$ cat config.mk
export PLATFORM = sky130hd
export DESIGN_NAME = ctc_cell
export DESIGN_NICKNAME = d
export VERILOG_FILES = /design/src/ctc_pkg.sv /design/src/ctc_cell.sv
export SDC_FILE = /design/constraint.sdc
export NUM_CORES = 1
export LEC_CHECK = 0
export ABC_AREA = 1
export BUFFER_PORTS_ARGS = -buffer_cell sky130_fd_sc_hd__clkbuf_2
export CAP_MARGIN = 20
export CORE_UTILIZATION = 34
export CTS_BUF_LIST = sky130_fd_sc_hd__clkbuf_2 sky130_fd_sc_hd__clkbuf_4 sky130_fd_sc_hd__clkbuf_8
export DETAILED_ROUTE_END_ITERATION = 16
export GPL_TIMING_DRIVEN = 0
export SLEW_MARGIN = 20
export SYNTH_ARGS = -nofsm -noshare
export SYNTH_HDL_FRONTEND = slang
export SYNTH_SLANG_ARGS = --single-unit
$ cat constraint.sdc
create_clock -name clk -period 3.5 [get_ports clk]
set_input_delay 0.175 -clock clk [delete_from_list [all_inputs] [get_ports clk]]
set_output_delay 0.175 -clock clk [all_outputs]
set_load 0.01 [all_outputs]
$ cat src/ctc_pkg.sv
// Shared types, constants and helpers for the contact table engine.
// Used by the interfaces, the cell, the controller and the top level; no dependencies.
`default_nettype none
package ctc_pkg;

  localparam int TABLE_DEPTH = 32;
  localparam int IDX_W       = $clog2(TABLE_DEPTH);
  localparam int CNT_W       = $clog2(TABLE_DEPTH + 1);
  localparam int OP_W        = 3;
  localparam int STATUS_W    = 2;
  localparam int PHONE_W     = 37;
  localparam int HEAD_W      = 64;
  localparam int TAIL_W      = 8;

  localparam logic [CNT_W-1:0] DEPTH_CNT = CNT_W'(TABLE_DEPTH);

  typedef enum logic [OP_W-1:0] {
    OP_ADD        = 3'd0,
    OP_FIND_NAME  = 3'd1,
    OP_FIND_PHONE = 3'd2,
    OP_DEL_NAME   = 3'd3,
    OP_DEL_PHONE  = 3'd4,
    OP_LIST       = 3'd5
  } opcode_t;

  typedef enum logic [STATUS_W-1:0] {
    ST_OK        = 2'd0,
    ST_NOT_FOUND = 2'd1,
    ST_FULL      = 2'd2,
    ST_EMPTY     = 2'd3
  } status_t;

  typedef struct packed {
    logic [PHONE_W-1:0] phone;
    logic [HEAD_W-1:0]  head;
    logic [TAIL_W-1:0]  tail;
  } entry_t;

  // Commands from the controller to the row of cells.
  typedef struct packed {
    entry_t                 key;
    logic                   by_name;
    logic [TABLE_DEPTH-1:0] occ;
    logic [TABLE_DEPTH-1:0] wr;
    logic [TABLE_DEPTH-1:0] sh;
    logic                   rot;
    logic [CNT_W-1:0]       count;
  } cell_cmd_t;

  // A name ends at its first zero byte; every byte from there on is cleared.
  function automatic entry_t canon_key(logic [PHONE_W-1:0] phone,
                                       logic [HEAD_W-1:0] head,
                                       logic [TAIL_W-1:0] tail);
    entry_t e;
    logic   seen;
    e.phone = phone;
    e.head  = head;
    e.tail  = tail;
    seen    = 1'b0;
    for (int b = 0; b < 8; b++) begin
      if (head[HEAD_W-1-8*b -: 8] == 8'd0) seen = 1'b1;
      if (seen) e.head[HEAD_W-1-8*b -: 8] = 8'd0;
    end
    if (seen) e.tail = '0;
    return e;
  endfunction

endpackage
`default_nettype wire

$ cat src/ctc_cell.sv
// One table slot: holds an entry, compares it with the search key, and loads
// either the key or its neighbour's entry. Depends on ctc_pkg.
`default_nettype none
module ctc_cell (
  input  wire logic            clk,
  input  wire ctc_pkg::entry_t key,
  input  wire logic            by_name,
  input  wire logic            occupied,
  input  wire logic            wr,
  input  wire logic            sh,
  input  wire ctc_pkg::entry_t nb,
  output ctc_pkg::entry_t      entry,
  output logic                 hit
);
  import ctc_pkg::*;

  always_ff @(posedge clk) begin
    if (wr) begin
      entry <= key;
    end else if (sh) begin
      entry <= nb;
    end
  end

  always_comb begin
    if (by_name) begin
      hit = occupied && (entry.head == key.head) && (entry.tail == key.tail);
    end else begin
      hit = occupied && (entry.phone == key.phone);
    end
  end

endmodule
`default_nettype wire

==> results.md, run 1 <==
* Status: completed
* DPL Wire Length at 15,560 um
* Largest Register: entry
* Avg Inst Size Synth at around 8.1 sq um
* Global-route wire length before repair at about 28,000 um
* RSZ-0062 raised after global routing: false
* Slew HR at 0.6015
* Cell variety after synth at 15
* DRC violations left at 0
* Final #Nets at 1,332
* Biggest regs: entry x109
* Vias at 5,904
* Post-DR wirelength/cell at 14.55 um
* Diodes inserted at 0
* Syn-to-layout area delta at 35.40%
* Iter 0 DRT Violations at slightly below 300
* Worst Path Arrival at 1990 ps
* CP Capture Type: output pin
* Height of the die at 137.1 um
* YS warnings at 0
* Startpoint Class: register
* Setup Buffers After CTS at 0
* Worst endpoint required time at between 3000 and 4000 ps
* Max Slew Vio Count at 0
* Clock buffer count from CTS at 9
* Max Fclk at 461.1 MHz
* Worst slew pin tran at between 500 and 600 ps
* Ports at roughly 330
* Most common cell after layout, fill and taps aside: nand2_1
* Cell area after layout at 8399 sq um
* ANT nets after route at 0
* TritonCTS sink count at 109
* Fillers at around 1,900
* Hold Path Class: in -> reg
* Post-CTS sizing at 0
* Routed WL at 19,540 um
* Gr usage total at 0.2040
* Clock buffer depth at 2
* Non-filler instance count after layout at 1,343
* Placed cell count at 1,327
* Largest net degree at the start of global routing at 49
* Pre-antenna DRT Iters at 5
* Post-CTS Hold Fix Bufs at 0
* Core area at 17,900 sq um
* Commonest non-fill, non-tap cells in the layout: 394 x nand2_1, 331 x clkbuf_2, 109 x edfxtp_1, 62 x inv_1, 60 x nor2_1
* Htree depth at 3
* Crit Path Max Fanout at 2
* PwrDens at 393.7 nW/um^2
* Kind of critical path: reg -> out
* #FFs+latches synth at 109
* Crit share post-route at 0.6196
* Final hold violation count at 0
* GR Overflow Total at 0
* Antenna violations before repair at 1
* GPL Wtd Cong at 0.7966
* Register area share after synthesis at 0.5276
* Worst Hold Launch: nb[47]
* Endpoints failing setup at 0
* Layout cells sized above 1 at 0.3268
* Core Rows at 49
* TritonCTS clock tree: yes
* Max_cap viols at 0
* Synthesized area at a little over 6000 sq um
* Port Buffers at 331
* Crit. Startpoint: entry[89]
* Clk slew on worst S/H paths at ~110 ps
* Max reg flops at 109
* Min cycle time layout at ~2200 ps
* Syn_nets at 988
* LEAKAGE at 0.004508 uW
* Initial Utilization at 0.3465
* Root buffer cell: clkbuf_8
* Layout Utilization at 0.4692
* Vias in the first global route at 5,474
* Setup TNS at 0 ps
* DR vias/cell at approximately 4.4
* Die W at 137.1 um
* Area after DPL at 8204 sq um
* Maximum VDD drop at around 220 uV
* Die ar. at 18,790 sq um
* Syn Inst Count at around 770
[worst paths after layout]
check / end / depth (start not counted) / slack [ps]
setup / recovery: hit / 10 / 1330
hold / removal: entry[47] / 3 / 60
[cell type report]
| cell class | instances | area (sq um) | share of cell area |
|---|---|---|---|
| plain buffers | 24 | 112.6 | 0.01341 |
| clock buffers | 12 | 146.4 | 0.01743 |
| clock inverters | 4 | 48.80 | 0.005810 |
| inverters | 62 | 232.7 | 0.02771 |
| multi-input cells | 570 | 2587 | 0.3081 |
| flip-flops and latches | 109 | 3273 | 0.3897 |
| well taps | 229 | 286.5 | 0.03411 |
| repair buffers | 333 | 1712 | 0.2038 |
[logic make-up (layout without fill, tap and decap cells)]
kind of cell,after synthesis,in the layout,synth area share
DFF,109,109,0.5276
AOI/OAI and AO/OA,31,31,0.02501
buffers and inverters,86,435,0.05567
and+or+nand+nor,460,460,0.2802
xor gates and xnor gates,79,79,0.1115
[stage by stage]
stage | setup slack, ps | hold slack (ps) | total power (uW)
2_1_floorplan | 1067 | 353.6 | 2133
3_3_place_gp | -135.8 | 439.1 | 2526
3_5_place_dp | 1391 | 441.1 | 2541
4_1_cts | 1269 | 27.87 | 3355
5_1_grt | 1140 | 34.51 | 3497
6_report | 1331 | 55.64 | 3307
[worst max-delay path, stage by stage (launching register included)]
cell	delay (ps)
edfxtp_1	430
xnor2_1	190
nand2_1	80
nor2_1	120
nand2_1	80
nor2_1	150
nand3_1	170
nand2_1	90
nand2_1	50
nor2_1	110
clkbuf_2	150
[power breakdown]
part           switching [uW]  total (uW)  internal [uW]
Sequential                106        1720           1610
Clock                     451         807            356
Combinational             434         783            350
Total                     991        3310           2320
[layer usage]
layer / share of wire / track usage
met1: 0.40 / 0.2363
met2: 0.49 / 0.3569
met3: 0.093 / 0.06333
met4: 0.017 / 0.06410
met5: 0.00067 / 0
[cells in the mapped netlist]
cell type	n	area, sq um
a21oi_1	1	5.000
buf_2	12	60.06
buf_4	2	15.01
clkbuf_1	10	37.54
edfxtp_1	109	3273
inv_1	62	232.7
nand2_1	394	1479
nand3_1	3	15.01
nand4_1	2	12.51
nor2_1	60	225.2
o21ai_0	29	145.1
o21ai_1	1	5.000
or2_2	1	6.260
xnor2_1	30	262.8
xor2_1	49	429.2
Power figures use the tool's default switching activity.
==> run 2, diff against run 1 <==
==> constraint.sdc (replaced) <==
create_clock -name clk -period 2.1 [get_ports clk]
set_input_delay 0.105 -clock clk [delete_from_list [all_inputs] [get_ports clk]]
set_output_delay 0.105 -clock clk [all_outputs]
set_load 0.01 [all_outputs]
==> run 2 against run 1 <==
Compared with the run above: worst hold slack lost 36 ps; non-clock buffer count rose by 117; first-iteration DRC count increased by 8.7%; global-route usage is 0.94 points higher; utilization rose by 6.4 points; sequential share of layout area is 4.7 points lower; setup slack got worse by 1200 ps; clock power up 44%.
==> results.md, run 2 (same netlist as run 1, synthesis figures left out) <==
* DPL Wire Length at 15,480 um (-0.53%)
* Syn-to-layout area delta at 53.95%
* Worst Hold Endpoint: entry[104]
* Worst endpoint required time at 2000 ps (-1320 ps)
* Most common cell after layout, fill and taps aside: nand2_1
* Clock buffer count from CTS at 9 (unchanged)
* Layout cells sized above 1 at 0.3041 (-0.02269)
* Worst-path cell chain: xor2_1 > nor2_1 > nand2_1 > nor2_4 > nand2_1 > nor2_1 > a21oi_1 > nor2_2 > buf_2
* DRC violations left at 0 (unchanged)
* Final #Nets at 1,449 (+8.8%)
* Worst Hold Launch: key[104]
* Routed WL at 20,700 um (+5.9%)
* Diodes inserted at 0 (unchanged)
* Switching share of total power at 0.3072 (+0.007456)
* Biggest regs: entry x109
* Hold Path Stages at 3 (unchanged)
* Reg power frac at 0.515 (-0.004)
* Kind of critical path: reg -> out
* Root buffer cell: clkbuf_8
* Max_cap viols at 0 (unchanged)
* GR Overflow Total at 0 (unchanged)
* Largest Register: entry
* Slowest stage cell, crit path: edfxtp_1
* Top sig layer: met4
* Status: completed
* Final hold violation count at 0 (unchanged)
* Maximum VDD drop at 290.0 uV (+32%)
* Port Buffers at 331 (unchanged)
* DR vias/cell at 4.356 (-0.90%)
* Crit share post-route at 0.9431
* Min cycle time layout at 1980 ps
* Worst Path Arrival at 1880 ps (-110 ps)
* P_int at 3843 uW (+66%)
* Height of the die at 137.1 um (unchanged)
* Endpoints failing setup at 0 (unchanged)
* Vias at 6,356 (+7.7%)
* Core area at 17,900 sq um (unchanged)
* GPL Wtd Cong at 0.7815 (-1.9%)
* RSZ-0062 raised after global routing: true
* Gr usage total at 0.2134 (+0.009386)
* Hold Path Class: in -> reg
* Startpoint Class: register
* Clock network power share at 0.210 (-0.034)
* Largest net degree at the start of global routing at 49 (unchanged)
* Core Rows at 49 (unchanged)
* Initial Utilization at 0.3465 (unchanged)
* Routed length on met1 at 8244 um (+4.4%)
* Commonest non-fill, non-tap cells in the layout: 394 x nand2_1, 330 x clkbuf_2, 111 x dlygate4sd3_1, 109 x edfxtp_1, 62 x inv_1
* CP peak stage delay at 420 ps (about the same)
* CP Capture Type: output pin
* Die ar. at 18,790 sq um (unchanged)
* Final hold slack at 19.38 ps (-36.27 ps)
* Antenna violations before repair at 0 (-1)
* Comb pwr share at 0.275 (+0.038)
* Max Slew Vio Count at 0 (unchanged)
* Worst path top cell family by delay: simple AND/OR/NAND/NOR gates
* Max Fclk at 504.9 MHz
* TritonCTS sink count at 109 (unchanged)
* Clock buffer depth at 2 (unchanged)
* Vias in the first global route at 5,986 (+9.4%)
* WL met2 at 10,460 um (+10%)
* Max reg flops at 109 (unchanged)
* Ports at 333 (unchanged)
* Pre-antenna DRT Iters at 5 (unchanged)
* NetSw at 1704 uW (+72%)
* Crit Path Max Fanout at 2 (unchanged)
* Metal3 WL at 1706 um (-6.3%)
* Clk slew on worst S/H paths at 110 ps (about the same)
* LEAKAGE at 0.004984 uW (+11%)
* Post-DR wirelength/cell at 14.19 um (-2.5%)
* Iter 0 DRT Violations at 324 (+8.7%)
* Global-route wire length before repair at 29,820 um (+5.1%)
* PwrDens at 580.8 nW/um^2 (+48%)
* Slew HR at 0.5290 (-0.07252)
* Die W at 137.1 um (unchanged)
* Htree depth at 3 (unchanged)
* TritonCTS clock tree: yes
* CP Buf/Inv Count at 1 (unchanged)
* Worst slew pin tran at 706.5 ps (+108.8 ps)
* Non-filler instance count after layout at 1,459 (+8.6%)
* ANT nets after route at 0 (unchanged)
* Placed cell count at 1,327 (unchanged)
==> run 2: cell count changes in the layout (fill, tap and decap cells not counted), sizes merged <==
cell	delta
bufinv	-1
clkbuf	-4
clkinvlp	+1
buf	+7
dlygate4sd3	+111
clkinv	+2
==> run 2: what timing repair did <==
item / CTS / global route
hold buffers: 111 / 0
pin swaps: 0 / 3
gates cloned: 0 / 0
hold endpoints to repair: 91 / 0
buffers inserted: 1 / 5
resized for setup: 3 / 8
endpoints found under the setup margin: 1 / 1
==> run 2: worst max-delay path by stage <==
stage                         start   endpoint  slack [ps]  cells after the start
final                     entry[11]        hit         120                      9
after global routing      entry[83]        hit         -80                     10
after CTS                 entry[10]        hit           2                      9
after detailed placement         wr  entry[37]          20                      4
after global placement           wr  entry[43]        -650                      3
after floorplan                  wr   entry[0]         270                      3
==> run 2: final cells by class <==
class                           count  area, sq um
Clock inverter                      6        31.28
Sequential cell                   109         3273
Timing Repair Buffer              450         2868
Buffer                             24        112.6
Inverter                           62        232.7
Tap cell                          229        286.5
Fill cell                        1757         8352
Clock buffer                        9        123.9
Multi-Input combinational cell    570         2623
==> run 2: per-layer routing <==
metal / global-route usage / up-vias
met5: 0 / -
met4: 0.05800 / 0
met3: 0.06000 / 21
met2: 0.3861 / 231
met1: 0.2440 / 2804
li1: - / 3300
==> run 2: metrics by stage <==
step,power (uW),cell area [sq um],worst slack [ps],TNS (ps),util
6_report,5547,9550,119.6,0,0.5335
5_1_grt,5867,9550,-76.21,-76.21,0.5335
4_1_cts,5585,9493,1.875,0,0.5303
3_5_place_dp,4233,8204,19.63,0,0.4583
3_3_place_gp,4202,8149,-648.7,-69850,0.4552
2_1_floorplan,3553,6206,273.6,0,-
==> run 2: power groups by stage <==
stage	combinational, uW	clock [uW]	sequential, uW
after global placement	1300	0	2900
after global routing	1700	1280	2890
after floorplan	550	0	3000
final	1530	1160	2860
after detailed placement	1330	0	2900
after CTS	1520	1210	2860
==> run 2: worst min-delay path: cells and delay by family <==
family | cells | cell delay [ps]
buffers and inverters | 1 | 100
and+or+nand+nor | 2 | 100
==> run 3, diff against run 2 <==
--- a/config.mk
+++ b/config.mk
@@ -8,10 +8,12 @@
 export ABC_AREA = 1
 export BUFFER_PORTS_ARGS = -buffer_cell sky130_fd_sc_hd__clkbuf_2
 export CAP_MARGIN = 20
+export CORE_MARGIN = 2
 export CORE_UTILIZATION = 34
 export CTS_BUF_LIST = sky130_fd_sc_hd__clkbuf_2 sky130_fd_sc_hd__clkbuf_4 sky130_fd_sc_hd__clkbuf_8
 export DETAILED_ROUTE_END_ITERATION = 16
 export GPL_TIMING_DRIVEN = 0
+export SETUP_SLACK_MARGIN = 0.4
 export SLEW_MARGIN = 20
 export SYNTH_ARGS = -nofsm -noshare
 export SYNTH_HDL_FRONTEND = slang
==> run 3 against run 2 <==
Compared with the run above: clock power increased by 16%; die area increased by 2.9%; global-route usage increased by 0.70 points; power increased by 4.2%; clock-buffer cell count increased by 1; sequential share of layout area decreased by 0.98 points; utilization increased by 1.6 points; setup slack got worse by 43 ps; non-clock buffer count increased by 25; sequential power about the same; highest routed layer unchanged.
==> results.md, run 3 (same netlist as run 1, synthesis figures left out) <==
* Pre-antenna DRT Iters at 4 (-1)
* Largest net degree at the start of global routing at 47 (-4.1%)
* Die W at 139.1 um (+1.5%)
* Post-DR wirelength/cell at 14.63 um (+3.1%)
* Worst Path Arrival at 1920 ps (+40 ps)
* Slowest stage cell, crit path: edfxtp_1
* Worst endpoint required time at 2000 ps (about the same)
* Vias at 6,592 (+3.7%)
* Status: completed
* Initial Utilization at 0.3465 (unchanged)
* ANT nets after route at 0 (unchanged)
* Port Buffers at 331 (unchanged)
* Max_cap viols at 0 (unchanged)
* Endpoints failing setup at 0 (unchanged)
* Kind of critical path: reg -> out
* Startpoint Class: register
* Clk slew on worst S/H paths at 110 ps (about the same)
* Diodes inserted at 0 (unchanged)
* Most common cell after layout, fill and taps aside: nand2_1
* Height of the die at 139.1 um (+1.5%)
* CP Buf/Inv Count at 1 (unchanged)
* Root buffer cell: clkbuf_8
* Die ar. at 19,340 sq um (+2.9%)
* Hold Path Stages at 3 (unchanged)
* Worst Hold Launch: key[17]
* Layout cells sized above 1 at 0.2986 (-0.005498)
* Max reg flops at 109 (unchanged)
* Final hold violation count at 0 (unchanged)
* CP Capture Type: output pin
* DRC violations left at 0 (unchanged)
* PnR worst setup slack at 76.50 ps (-43.08 ps)
* Worst path top cell family by delay: simple AND/OR/NAND/NOR gates
* Crit Path Max Fanout at 2 (unchanged)
* Clock buffer depth at 2 (unchanged)
* Crit-path most repeated cell: nand2_1
* Min cycle time layout at 2023 ps (+43.08 ps)
* Worst Hold Endpoint: entry[17]
* Core area at 17,900 sq um (unchanged)
* Biggest regs: entry x109
* TritonCTS sink count at 109 (unchanged)
* Vias in the first global route at 6,746 (+13%)
* Clock buffer count from CTS at 9 (unchanged)
* DPL Wire Length at 16,070 um (+3.8%)
* Antenna violations before repair at 0 (unchanged)
* Overall power at 5777 uW (+4.2%)
* Core Rows at 49 (unchanged)
* GR Overflow Total at 0 (unchanged)
* Maximum VDD drop at 303.6 uV (+4.7%)
* Fillers at 1,668 (-5.1%)
* Max Slew Vio Count at 0 (unchanged)
* TritonCTS clock tree: yes
* Crit share post-route at 0.9636 (+0.02052)
* RSZ-0062 raised after global routing: true
* Place WS at 179.3 ps (+159.6 ps)
* Largest Register: entry
* Ports at 333 (unchanged)
* Routed WL at 21,730 um (+5.0%)
* Slew HR at 0.5878 (+0.05876)
* Commonest non-fill, non-tap cells in the layout: 394 x nand2_1, 330 x clkbuf_2, 138 x dlygate4sd3_1, 109 x edfxtp_1, 62 x inv_1
* LEAKAGE at 0.005115 uW (+2.6%)
* Final #Nets at 1,474 (+1.7%)
* DR vias/cell at 4.439 (+1.9%)
* Gr usage total at 0.2204 (+0.006964)
* Hold Path Class: in -> reg
* Setup TNS at 0 ps (unchanged)
* Max Fclk at 494.2 MHz (-2.1%)
* Iter 0 DRT Violations at 319 (-1.5%)
* Worst slew pin tran at 618.4 ps (-88.14 ps)
* Global-route wire length before repair at 33,780 um (+13%)
* Syn-to-layout area delta at 58.49%
* Worst-path cell chain: xnor2_1 > nand2_1 > nor2_1 > nand2_1 > nor2_2 > nand3_2 > nand2_1 > nand2_1 > nor2_2 > buf_2
* GPL Wtd Cong at 0.8447 (+8.1%)
* CP peak stage delay at 440 ps (+20 ps)
* Htree depth at 3 (unchanged)
* PwrDens at 587.6 nW/um^2 (+1.2%)
run 3: cell types whose count changed in the layout (fill, tap and decap cells not counted):
cell / delta
bufinv_16: +1
buf_4: -2
nor2_4: -1
nor2_1: +2
clkinv_1: -3
buf_16: -1
clkinv_2: +1
dlygate4sd3_1: +27
nor2_2: -1
clkinv_4: +1
clkbuf_1: -1
clkbuf_4: +2
buf_12: +1
run 3: where the power goes:
group	leakage [uW]	switching [uW]	internal [uW]
Sequential	0.00112	178	2680
Combinational	0.00390	793	785
Clock	0.0000973	775	565
Total	0.00512	1750	4030
run 3: how the worst max path moves through the flow:
stage	to	from	cells past startpoint
floorplan	entry[0]	wr	3
global placement	entry[16]	wr	3
detailed placement	entry[11]	wr	4
CTS	hit	entry[78]	10
global route	hit	entry[79]	10
finish	hit	entry[84]	10
run 3: timing repair:
action / in CTS / in global routing
resized for setup: 5 / 3
hold buffers: 138 / 0
setup buffers: 1 / 3
pin swaps: 4 / 3
endpoints found under the setup margin: 1 / 1
hold endpoints to repair: 100 / 0
run 3: per-stage QoR:
step / util / hold WS, ps / std cells / area, sq um
floorplan: - / 283.6 / 765 / 6210
global placement: 0.4554 / 369.0 / 1325 / 8153
detailed placement: 0.4581 / 371.2 / 1327 / 8200
CTS: 0.5474 / 0.1045 / 1482 / 9799
global route: 0.5492 / 7.365 / 1485 / 9832
finish: 0.5492 / 22.67 / 1485 / 9832
run 3: layer usage:
layer / up-vias / global-route usage / share of wire
li1: 3345 / - / -
met1: 2953 / 0.2611 / 0.40
met2: 261 / 0.4008 / 0.50
met3: 33 / 0.04109 / 0.071
met4: 0 / 0.07496 / 0.024
met5: - / 0 / 0
run 3: layout make-up:
type | count | area, sq um | area share
Buffer | 24 | 116.4 | 0.01184
Clock buffer | 10 | 131.4 | 0.01336
Clock inverter | 6 | 63.81 | 0.006490
Inverter | 62 | 232.7 | 0.02367
Multi-Input combinational cell | 570 | 2613 | 0.2657
Sequential cell | 109 | 3273 | 0.3329
Tap cell | 229 | 286.5 | 0.02914
Timing Repair Buffer | 475 | 3115 | 0.3169
